## config.mk

```make
export PLATFORM = sky130hd
export DESIGN_NAME = url_host_extractor
export DESIGN_NICKNAME = d
export VERILOG_FILES = /design/src/rtl/core/uhe_pkg.sv /design/src/rtl/core/uhe_scan.sv /design/src/rtl/core/uhe_out_reg.sv /design/src/rtl/core/url_host_extractor.sv
export SDC_FILE = /design/constraint.sdc
export NUM_CORES = 1
export LEC_CHECK = 0
export BUFFER_PORTS_ARGS = -buffer_cell sky130_fd_sc_hd__buf_2
export CAP_MARGIN = 30
export CORE_MARGIN = 3
export CORE_UTILIZATION = 59
export CTS_CLUSTER_SIZE = 14
export DETAILED_ROUTE_END_ITERATION = 7
export PLACE_DENSITY = 0.86
export SYNTH_ARGS = -nofsm -noshare
export SYNTH_HDL_FRONTEND = slang
export SYNTH_HIERARCHICAL = 1
export SYNTH_SLANG_ARGS = --single-unit
```

## constraint.sdc

```tcl
create_clock -name clk -period 4.67 [get_ports clk]
set_input_delay 0.934 -clock clk [delete_from_list [all_inputs] [get_ports clk]]
set_output_delay 0.934 -clock clk [all_outputs]
set_load 0.02 [all_outputs]
```

## src/rtl/core/uhe_pkg.sv

```systemverilog
// uhe_pkg: shared types and constants for the url host extractor
// byte codes, status codes, result field widths and the result struct
// no dependencies
package uhe_pkg;

    // width of the offset and length fields of a result
    localparam int OFF_W = 13;
    localparam int STATUS_W = 2;
    localparam int BYTE_W = 8;

    // default longest url that is examined
    localparam int MAX_URL_LEN_DEF = 4096;

    // master-side tdata packing, padded to whole bytes
    localparam int RES_W = STATUS_W + 2 * OFF_W;
    localparam int M_TDATA_W = ((RES_W + 7) / 8) * 8;
    localparam int M_PAD_W = M_TDATA_W - RES_W;

    typedef logic [BYTE_W-1:0] byte_t;

    // delimiter bytes
    localparam byte_t CHAR_COLON = 8'h3a;
    localparam byte_t CHAR_SLASH = 8'h2f;
    localparam byte_t CHAR_QUEST = 8'h3f;
    localparam byte_t CHAR_HASH = 8'h23;
    localparam byte_t CHAR_AT = 8'h40;

    typedef enum logic [STATUS_W-1:0] {
        STATUS_OK = 2'd0,
        STATUS_NO_SCHEME = 2'd1,
        STATUS_TOO_LONG = 2'd2
    } status_t;

    typedef struct packed {
        status_t status;
        logic [OFF_W-1:0] host_offset;
        logic [OFF_W-1:0] host_length;
    } result_t;

    // '/', '?' or '#' ends the authority part
    function automatic logic is_path_mark(input byte_t b);
        return (b == CHAR_SLASH) || (b == CHAR_QUEST) || (b == CHAR_HASH);
    endfunction

endpackage

```

## src/rtl/core/uhe_scan.sv

```systemverilog
// uhe_scan: per-url scan state and the single-pass update for one byte
// finds "://", skips userinfo, tracks host start and end, builds the result
// depends on uhe_pkg
module uhe_scan
    import uhe_pkg::*;
#(
    parameter int MAX_URL_LEN = MAX_URL_LEN_DEF
)
(
    input  logic    clk,
    input  logic    rst_n,
    input  logic    step,       // one byte is consumed this cycle
    input  byte_t   url_byte,
    input  logic    last_byte,
    output result_t res         // result for a step with last_byte set
);

    localparam int PW = $clog2(MAX_URL_LEN + 1);
    localparam logic [PW-1:0] MAX_POS = PW'(MAX_URL_LEN);

    logic          sep_reg, sep_next;
    logic [15:0]   recent_reg, recent_next;
    logic [PW-1:0] pos_reg, pos_next;
    logic [PW-1:0] begin_reg, begin_next;
    logic [PW-1:0] finish_reg, finish_next;
    logic          closed_reg, closed_next;
    logic          open_reg, open_next;
    logic          ovf_reg, ovf_next;

    logic [PW-1:0] pos_inc;
    logic          in_range;
    logic          path_mark;

    assign pos_inc = pos_reg + 1'b1;
    assign in_range = pos_reg < MAX_POS;
    assign path_mark = is_path_mark(url_byte);

    // state after taking the current byte
    always_comb
    begin
        sep_next = sep_reg;
        recent_next = recent_reg;
        pos_next = pos_reg;
        begin_next = begin_reg;
        finish_next = finish_reg;
        closed_next = closed_reg;
        open_next = open_reg;
        ovf_next = ovf_reg;
        if (in_range)
        begin
            pos_next = pos_inc;
            recent_next = {recent_reg[7:0], url_byte};
            priority if (!sep_reg)
            begin
                if (recent_reg == {CHAR_COLON, CHAR_SLASH} && url_byte == CHAR_SLASH)
                begin
                    sep_next = 1'b1;
                    begin_next = pos_inc;
                    finish_next = pos_inc;
                    closed_next = 1'b0;
                    open_next = 1'b1;
                end
            end
            else if (open_reg && url_byte == CHAR_AT)
            begin
                // userinfo ends, host restarts after the '@'
                begin_next = pos_inc;
                finish_next = pos_inc;
                closed_next = 1'b0;
                open_next = 1'b0;
            end
            else
            begin
                if (open_reg && path_mark)
                    open_next = 1'b0;
                if (!closed_reg)
                begin
                    if (url_byte == CHAR_COLON || path_mark)
                        closed_next = 1'b1;
                    else
                        finish_next = pos_inc;
                end
            end
        end
        else
        begin
            ovf_next = 1'b1;
        end
    end

    // result from the updated state
    always_comb
    begin
        res.status = STATUS_OK;
        res.host_offset = '0;
        res.host_length = '0;
        priority if (ovf_next)
            res.status = STATUS_TOO_LONG;
        else if (!sep_next)
            res.status = STATUS_NO_SCHEME;
        else
        begin
            res.host_offset = OFF_W'(begin_next);
            res.host_length = OFF_W'(finish_next - begin_next);
        end
    end

    // state registers, cleared after the final byte of each url
    always_ff @(posedge clk or negedge rst_n)
    begin
        if (!rst_n)
        begin
            sep_reg <= 1'b0;
            recent_reg <= '0;
            pos_reg <= '0;
            begin_reg <= '0;
            finish_reg <= '0;
            closed_reg <= 1'b0;
            open_reg <= 1'b0;
            ovf_reg <= 1'b0;
        end
        else if (step)
        begin
            if (last_byte)
            begin
                sep_reg <= 1'b0;
                recent_reg <= '0;
                pos_reg <= '0;
                begin_reg <= '0;
                finish_reg <= '0;
                closed_reg <= 1'b0;
                open_reg <= 1'b0;
                ovf_reg <= 1'b0;
            end
            else
            begin
                sep_reg <= sep_next;
                recent_reg <= recent_next;
                pos_reg <= pos_next;
                begin_reg <= begin_next;
                finish_reg <= finish_next;
                closed_reg <= closed_next;
                open_reg <= open_next;
                ovf_reg <= ovf_next;
            end
        end
    end

endmodule

```

## src/rtl/core/uhe_out_reg.sv

```systemverilog
// uhe_out_reg: result register on the master side of the stream
// holds one result beat until it is taken, packs it into tdata
// depends on uhe_pkg
module uhe_out_reg
    import uhe_pkg::*;
(
    input  logic                 clk,
    input  logic                 rst_n,
    input  logic                 load,      // only asserted while free is high
    input  result_t              res,
    output logic                 free,
    output logic                 m_tvalid,
    input  logic                 m_tready,
    output logic [M_TDATA_W-1:0] m_tdata    // status, host_offset, host_length, zero pad
);

    logic    valid_reg;
    result_t res_reg;

    assign free = !valid_reg || m_tready;
    assign m_tvalid = valid_reg;
    assign m_tdata = {{M_PAD_W{1'b0}}, res_reg.host_length, res_reg.host_offset,
                      res_reg.status};

    // beat valid flag
    always_ff @(posedge clk or negedge rst_n)
    begin
        if (!rst_n)
            valid_reg <= 1'b0;
        else if (free)
            valid_reg <= load;
    end

    // beat payload
    always_ff @(posedge clk)
    begin
        if (load)
            res_reg <= res;
    end

endmodule

```

## src/rtl/core/url_host_extractor.sv

```systemverilog
// url_host_extractor: top level; input register, byte scan, result register
// a final byte passes the input register, then the result register, before m_tvalid rises
// throughput: one byte per cycle; s_tready drops only while a final byte waits
// for a stalled result register. reset: asynchronous, active low, clears all
// scan state and both valid flags. depends on uhe_pkg, uhe_scan, uhe_out_reg
module url_host_extractor
    import uhe_pkg::*;
#(
    parameter int MAX_URL_LEN = MAX_URL_LEN_DEF
)
(
    input  logic                 clk,
    input  logic                 rst_n,
    input  logic                 s_tvalid,
    output logic                 s_tready,
    input  logic [BYTE_W-1:0]    s_tdata,   // url_byte
    input  logic                 s_tlast,   // last_byte
    output logic                 m_tvalid,
    input  logic                 m_tready,
    output logic [M_TDATA_W-1:0] m_tdata    // status, host_offset, host_length, zero pad
);

    logic    in_valid_reg;
    byte_t   in_byte_reg;
    logic    in_last_reg;
    logic    in_move;
    logic    out_free;
    logic    step;
    result_t res;

    // the held byte moves on unless it is a final byte facing a full result slot
    assign in_move = !in_valid_reg || !in_last_reg || out_free;
    assign s_tready = in_move;
    assign step = in_valid_reg && in_move;

    // input beat valid flag
    always_ff @(posedge clk or negedge rst_n)
    begin
        if (!rst_n)
            in_valid_reg <= 1'b0;
        else if (in_move)
            in_valid_reg <= s_tvalid;
    end

    // input beat payload
    always_ff @(posedge clk)
    begin
        if (s_tvalid && in_move)
        begin
            in_byte_reg <= s_tdata;
            in_last_reg <= s_tlast;
        end
    end

    uhe_scan #(
        .MAX_URL_LEN(MAX_URL_LEN)
    ) u_scan (
        .clk      (clk),
        .rst_n    (rst_n),
        .step     (step),
        .url_byte (in_byte_reg),
        .last_byte(in_last_reg),
        .res      (res)
    );

    uhe_out_reg u_out (
        .clk     (clk),
        .rst_n   (rst_n),
        .load    (step && in_last_reg),
        .res     (res),
        .free    (out_free),
        .m_tvalid(m_tvalid),
        .m_tready(m_tready),
        .m_tdata (m_tdata)
    );

endmodule

```

==> results of run 1 <==
==> what timing repair did <==
item                                   in CTS  in global routing
buffers inserted                            0                  0
endpoints found under the hold margin       0                  0
gates resized for setup                     0                  2
setup endpoints to repair                   0                  1
==> routing by layer <==
| metal | up-vias | global-route usage, % | routed length [um] |
|---|---|---|---|
| met1 | 1797 | 30.2 | 4680 |
| met2 | 129 | 35.3 | 5090 |
| met5 | - | 0 | 0 |
| met4 | 0 | 8.20 | 229 |
| met3 | 22 | 4.74 | 554 |
| li1 | 1689 | - | - |
==> final cells by class <==
| cell class | count | area, um2 | area share (%) |
|---|---|---|---|
| Inverter | 8 | 30.0 | 0.552 |
| Sequential cell | 98 | 2640 | 48.5 |
| Clock inverter | 4 | 51.3 | 0.943 |
| Timing Repair Buffer | 51 | 278 | 5.11 |
| Tap cell | 102 | 128 | 2.35 |
| Multi-Input combinational cell | 306 | 2170 | 39.9 |
| Clock buffer | 12 | 145 | 2.67 |
==> metrics by stage <==
stage	utilization, %	total power [W]	setup slack (ns)	area [um2]
final	68.6	0.00173	0.333	5440
after global routing	68.6	0.00179	0.121	5440
after CTS	68.5	0.00173	0.0953	5430
after detailed placement	66.0	0.00119	0.130	5230
after global placement	66.0	0.00117	0.385	5230
after floorplan	-	0.00112	0.515	4970
==> power by group <==
group	switching [W]	total (W)	internal, W	leakage, nW
Sequential	0.0000269	0.000958	0.000931	1.18
Clock	0.000290	0.000554	0.000263	0.0966
Combinational	0.000133	0.000216	0.0000829	1.04
Total	0.000451	0.00173	0.00128	2.32
==> worst register-to-register path, delay by kind of cell, from the launching register on <==
family | cells | cell delay [ns]
fa+ha+maj | 2 | 0.62
flops | 1 | 0.46
xor+xnor | 1 | 0.38
simple gates | 6 | 1.63
compound gates | 6 | 0.99
==> cell families (layout without fill, tap and decap cells) <==
| kind of cell | after synthesis | count (layout) |
|---|---|---|
| compound gates | 135 | 135 |
| buf+inv | 39 | 75 |
| flops | 98 | 98 |
| fa+ha+maj | 15 | 15 |
| xor+xnor | 19 | 19 |
| mux | 13 | 13 |
| other cells | 1 | 4 |
| simple gates | 120 | 120 |
==> placed cells by master (no fill, tap or decap), types with 9 or more instances in the layout <==
cell,count
sky130_fd_sc_hd__dfrtp_1,61
sky130_fd_sc_hd__buf_2,42
sky130_fd_sc_hd__edfxtp_1,37
sky130_fd_sc_hd__nor2_1,37
sky130_fd_sc_hd__a21oi_1,37
sky130_fd_sc_hd__o2bb2ai_1,26
sky130_fd_sc_hd__a22o_1,22
sky130_fd_sc_hd__o21ai_0,17
sky130_fd_sc_hd__nand2_1,16
sky130_fd_sc_hd__a22oi_1,15
sky130_fd_sc_hd__nor2b_1,14
sky130_fd_sc_hd__ha_1,14
sky130_fd_sc_hd__xor2_1,12
sky130_fd_sc_hd__mux2_2,11
sky130_fd_sc_hd__clkbuf_8,10
sky130_fd_sc_hd__buf_4,9
==> worst max path at each step <==
stage	start	endpoint	cells after the start	slack (ns)
after global routing	in_byte_reg[0]$_DFFE_PP_	u_out/m_tdata[27]$_DFFE_PP_	16	0.12
after floorplan	in_byte_reg[5]$_DFFE_PP_	u_out/m_tdata[27]$_DFFE_PP_	15	0.52
after detailed placement	in_byte_reg[0]$_DFFE_PP_	u_out/m_tdata[27]$_DFFE_PP_	13	0.13
final	in_byte_reg[0]$_DFFE_PP_	u_out/m_tdata[27]$_DFFE_PP_	15	0.33
after CTS	in_byte_reg[0]$_DFFE_PP_	u_out/m_tdata[27]$_DFFE_PP_	13	0.1
after global placement	in_byte_reg[0]$_DFFE_PP_	u_out/m_tdata[27]$_DFFE_PP_	13	0.39
==> impl_metrics.csv, run 1 <==
group,metric,value,unit
outcome,status,"finished, final reports clean",
drt,vias,3637,
global_route,via_count_of_the_first_global_routing_pass,3619,
critical_path,cp_max_fo,11,
timing,holdWs,0.487,ns
final_layout,diodes,0,
place,portBuffers,42,
yosys,synth_compound_gate_area_share,18.9,%
yosys,post_synth_xor_area_fraction,3.63,%
drt,drt_drc_violations_left,0,
die,std_cell_rows,32,
yosys,synth_largest_type_area_fraction,30.8,%
critical_path,cp-start-kind,"flip-flop",
hold_path,hold_start,"u_scan/begin_reg[6]$_DFFE_PN0P_",
final_layout,fillCellCount,591,
yosys,synth_seq_area_share,53.2,%
pwr,total_power_divided_by_cell_area,318,nW/um2
timing,clock.fmax,231,MHz
clocking,clkTransAtPathRegs,0.09,ns
critical_path,worst_path_max_delay_cell,"sky130_fd_sc_hd__or4b_1",
drt,drt_pass1_iterations,5,
timing,slew_viol_final,0,
die,die_area,9540,um2
yosys,synthesized_area_per_cell,11.3,um2
critical_path,cp.required,4.78,ns
timing,timing.slew.headroom,37.0,%
critical_path,crit-reg2reg-capture,"u_out/m_tdata[27]$_DFFE_PP_",
critical_path,crit_family,"simple AND/OR/NAND/NOR gates",
timing,tightestPinTransition,0.942,ns
place,placedCellCount,565,
die,die-width,97.7,um
yosys,synth_simple_gate_area_share,13.5,%
global_route,pin_count_of_the_biggest_net_entering_global_routing,62,
critical_path,critical_path_buf_inv_count,0,
clocking,cts_buffers,9,
die,design.core.area,7930,um2
die,floorplan.initialDensity,62.6,%
clocking,tritoncts,"built",
critical_path,r2r_start,"in_byte_reg[0]$_DFFE_PP_",
yosys,synth_top_family_by_area,"compound AO/OA/AOI/OAI gates",
final_layout,area_growth,9.63,%
clocking,cts_root_buffer,"sky130_fd_sc_hd__clkbuf_8",
yosys,synth_async_sr_flop_share,62.2,%
global_route,grt_util_all_layers,22.2,%
critical_path,reg2reg_depth,15,
timing,finalHoldViolCount,0,
job,max-cap-violations,0,
global_route,initial_antenna_violation_count,0,
hold_path,worstHoldPathCells,1,
yosys,post_synth_num_cell_types,54,
yosys,post-synth-top-count-cell,"sky130_fd_sc_hd__dfrtp_1",
critical_path,timing.critical_path.to_type,"flip-flop",
yosys,ys_warn_count,6,
yosys,synth-main-ff-cell,"sky130_fd_sc_hd__dfrtp_1",
yosys,synth.mux.area_fraction,3.15,%
yosys,synth_top_cell_by_area,"sky130_fd_sc_hd__dfrtp_1",
critical_path,worstPathCellList,"or4b_1, nor3b_2, a211oi_1, or3_4, nor2_1, a21oi_1, ha_1, fa_1, nand2b_1, a21oi_1, a211oi_2, a211oi_1, o41ai_1, xnor3_1, nor2_1",
drt,routedWlPerCell,18.2,um
place,place.detailed.hpwl,7.17,mm
global_route,grt_total_ovfl,0,
drt,first_iter_violations,322,
yosys,synth_edf_count,37,
drt,drt-vias-per-instance,6.26,
final_layout,largest_register_ffs,28,
yosys,synth_top_cells_by_count,"sky130_fd_sc_hd__dfrtp_1, sky130_fd_sc_hd__a21oi_1, sky130_fd_sc_hd__edfxtp_1, sky130_fd_sc_hd__nor2_1, sky130_fd_sc_hd__o2bb2ai_1",
final_layout,post_route_cells_drive_above_1_share,18.6,%
place,place_congestion,0.908,
clocking,clock_tree.htree_level_count,3,
pwr,ir_drop,0.176,mV
yosys,ys_ff_latch,98,
yosys,synthTopCellsByArea,"sky130_fd_sc_hd__dfrtp_1, sky130_fd_sc_hd__edfxtp_1, sky130_fd_sc_hd__o2bb2ai_1",
timing,rsz0062_at_grt,"no",
global_route,grt_first_pass_wirelength,17.3,mm
hold_path,min-delay-path-class,"reg -> reg",
clocking,clock-sinks,98,
critical_path,worst-setup-path-type,"reg -> reg",
clocking,holdBufCountCts,0,
pwr,total_leakage_power,2.32,nW
timing,final_min_period_over_clock_period,92.9,%
critical_path,worst_stage_delay_on_the_critical_path,0.54,ns
final_layout,number_of_nets_in_the_layout,502,
clocking,worstSkewPairLatency,0.36,ns
die,floorplan.io_pins,47,
timing,final_period_minus_worst_setup_slack,4.34,ns
timing,finalClockSkew,0.0122,ns
timing,final.setup.tns,0,ns
yosys,syn_inst,440,
hold_path,timing.hold.worst_endpoint,"u_scan/begin_reg[6]$_DFFE_PN0P_",
critical_path,setup.reg_to_reg.worst_slack,0.33,ns
critical_path,critical_path_arrival,4.44,ns
drt,totalWireLength,10.6,mm
drt,detail-route-antenna-nets,0,
final_layout,post_layout_nonfiller_instances,581,
yosys,synth_fa_ha_area_share,3.93,%
die,dieHeight,97.7,um
yosys,synth.cell_area,4960,um2
clocking,cts.path.max_buffers,2,
timing,setup_viol,0,
Power figures use the tool's default switching activity.
==> inputs of run 2 (changes only) <==
--- a/config.mk
+++ b/config.mk
@@ -12,6 +12,7 @@
 export CTS_CLUSTER_SIZE = 14
 export DETAILED_ROUTE_END_ITERATION = 7
 export PLACE_DENSITY = 0.86
+export RECOVER_POWER = 100
 export SYNTH_ARGS = -nofsm -noshare
 export SYNTH_HDL_FRONTEND = slang
 export SYNTH_HIERARCHICAL = 1
==> run 2 against run 1 <==
Net effect: the run now ends with capacitance limit, slew limit left; hold slack worse by 0.00063 ns; combinational power down 4%; register-to-register slack got worse by 0.02 ns; sequential share of layout area increased by 0.77 points; total power fell by 0.48%; wire length hardly changed; critical path type unchanged; largest cell class unchanged.
==> impl_metrics.csv, run 2 (same netlist as run 1, synthesis figures left out) <==
group,metric,value,unit
die,floorplan.initialDensity,62.6,%
final_layout,diodes,0,
clocking,clock_tree.htree_level_count,3,
drt,detail-route-antenna-nets,0,
place,place_congestion,0.908,
timing,finalHoldViolCount,0,
final_layout,final_cell_mix,"sky130_fd_sc_hd__dfrtp_1, sky130_fd_sc_hd__clkbuf_1, sky130_fd_sc_hd__edfxtp_1, sky130_fd_sc_hd__nor2_1, sky130_fd_sc_hd__a21oi_1",
timing,rsz0062_at_grt,"no",
job,max-cap-violations,1,
hold_path,min-delay-path-class,"reg -> reg",
global_route,via_count_of_the_first_global_routing_pass,3619,
timing,timing.slew.headroom,-120,%
drt,drt_drc_violations_left,0,
place,worst_setup_slack_after_placement,0.130,ns
pwr,total_leakage_power,2.19,nW
final_layout,number_of_nets_in_the_layout,502,
timing,final_period_minus_worst_setup_slack,4.36,ns
timing,finalClockSkew,0.0101,ns
pwr,ir_drop,0.175,mV
final_layout,fillCellCount,613,
global_route,grt_first_pass_wirelength,17.3,mm
final_layout,post-route-util,67.5,%
critical_path,critical_path_arrival,4.46,ns
drt,vias,3669,
critical_path,cp-start-kind,"flip-flop",
critical_path,worst-setup-path-type,"reg -> reg",
die,std_cell_rows,32,
critical_path,worst_stage_delay_on_the_critical_path,0.53,ns
timing,clock.fmax,230,MHz
place,portBuffers,42,
timing,final.setup.tns,0,ns
timing,fin_ws,0.313,ns
clocking,tritoncts,"built",
critical_path,setup.reg_to_reg.worst_slack,0.31,ns
die,design.core.area,7930,um2
clocking,cts_root_buffer,"sky130_fd_sc_hd__clkbuf_8",
drt,drt-vias-per-instance,6.31,
final_layout,regArea,2640,um2
global_route,grt_util_all_layers,22.2,%
timing,slew_viol_final,62,
critical_path,worst_path_max_delay_cell,"sky130_fd_sc_hd__or4b_1",
place,place.detailed.hpwl,7.17,mm
drt,routedWlPerCell,18.2,um
pwr,design_power_total,0.00172,W
die,dieHeight,97.7,um
pwr,total_power_divided_by_cell_area,321,nW/um2
final_layout,area_growth,7.92,%
timing,tightestPinTransition,3.29,ns
global_route,grt_total_ovfl,0,
clocking,cts_buffers,9,
drt,drt_pass1_iterations,5,
final_layout,largest_register_ffs,28,
global_route,pin_count_of_the_biggest_net_entering_global_routing,62,
clocking,cts.path.max_buffers,2,
final_layout,post_route_cells_drive_above_1_share,10.0,%
clocking,worstSkewPairLatency,0.36,ns
drt,first_iter_violations,343,
die,die_area,9540,um2
die,floorplan.io_pins,47,
outcome,failed_checks,"capacitance limit, slew limit",
critical_path,timing.critical_path.to_type,"flip-flop",
clocking,clkTransAtPathRegs,0.09,ns
timing,final_min_period_over_clock_period,93.3,%
critical_path,cp.required,4.77,ns
final_layout,most_frequent_standard_cell_in_the_layout_excluding_fill_and_tap_cells,"sky130_fd_sc_hd__dfrtp_1",
final_layout,multi_input_area,2140,um2
clocking,clock-sinks,98,
drt,totalWireLength,10.6,mm
timing,setup_viol,0,
global_route,initial_antenna_violation_count,0,
outcome,status,"finished with violations",
critical_path,cp_max_fo,11,
die,die-width,97.7,um
critical_path,worstPathCellList,"or4b_1, nor3b_2, a211oi_1, or3_4, mux2_1, ha_1, nor2b_1, o21a_1, o21ai_0, a21oi_1, o32ai_1, xor2_1, nor2_1",
run 2: path summary, 6_finish.rpt:
path                                                       from                               end  cells past startpoint
worst max-delay path                   in_byte_reg[0]$_DFFE_PP_       u_out/m_tdata[26]$_DFFE_PP_                     13
min in group asynchronous                                 rst_n          in_valid_reg$_DFFE_PN0N_                      2
worst min-delay path            u_scan/begin_reg[6]$_DFFE_PN0P_   u_scan/begin_reg[6]$_DFFE_PN0P_                      1
worst min register to register  u_scan/begin_reg[6]$_DFFE_PN0P_   u_scan/begin_reg[6]$_DFFE_PN0P_                      1
worst max register to register         in_byte_reg[0]$_DFFE_PP_       u_out/m_tdata[26]$_DFFE_PP_                     13
max in group asynchronous                                 rst_n  u_scan/recent_reg[6]$_DFFE_PN0P_                      2
run 2: per-layer routing:
layer  track usage [%]  wire length, um  vias to the layer above
li1                  -                -                     1693
met1              30.2             4650                     1809
met2              35.3             5130                      142
met3              4.74              548                       25
met4              8.20              229                        0
met5                 0                0                        -
run 2: per-stage QoR:
| stage | hold WS (ns) | instance area, um2 | std cells |
|---|---|---|---|
| 6_report | 0.486 | 5350 | 581 |
| 4_1_cts | 0.490 | 5430 | 581 |
| 2_1_floorplan | 0.449 | 4970 | 443 |
| 5_1_grt | 0.506 | 5350 | 581 |
| 3_3_place_gp | 0.464 | 5230 | 565 |
| 3_5_place_dp | 0.466 | 5230 | 565 |
run 2: report_power, final:
group	switching (W)	internal, W	total (W)
combinational	0.000133	0.0000749	0.000208
sequential	0.0000263	0.000932	0.000958
clock	0.000290	0.000263	0.000553
run 2: critical path, delay by kind of cell (launching register included):
family          cells  cell delay (ns)
simple gates        5             1.45
xor+xnor            1             0.20
compound gates      5             1.34
fa+ha+maj           1             0.27
flops               1             0.46
mux                 1             0.37
run 2: area by class of cell:
class                   instances  area share (%)
clock buffers                  12            2.71
clock inverters                 4           0.958
inverters                       8           0.561
multi-input cells             306            40.0
flip-flops and latches         98            49.3
well taps                     102            2.38
repair buffers                 51            4.14
run 2: repair_timing:
item,in CTS,in global routing
setup endpoints to repair,0,1
resized for setup,0,2
hold buffers,0,0
setup buffers,0,0
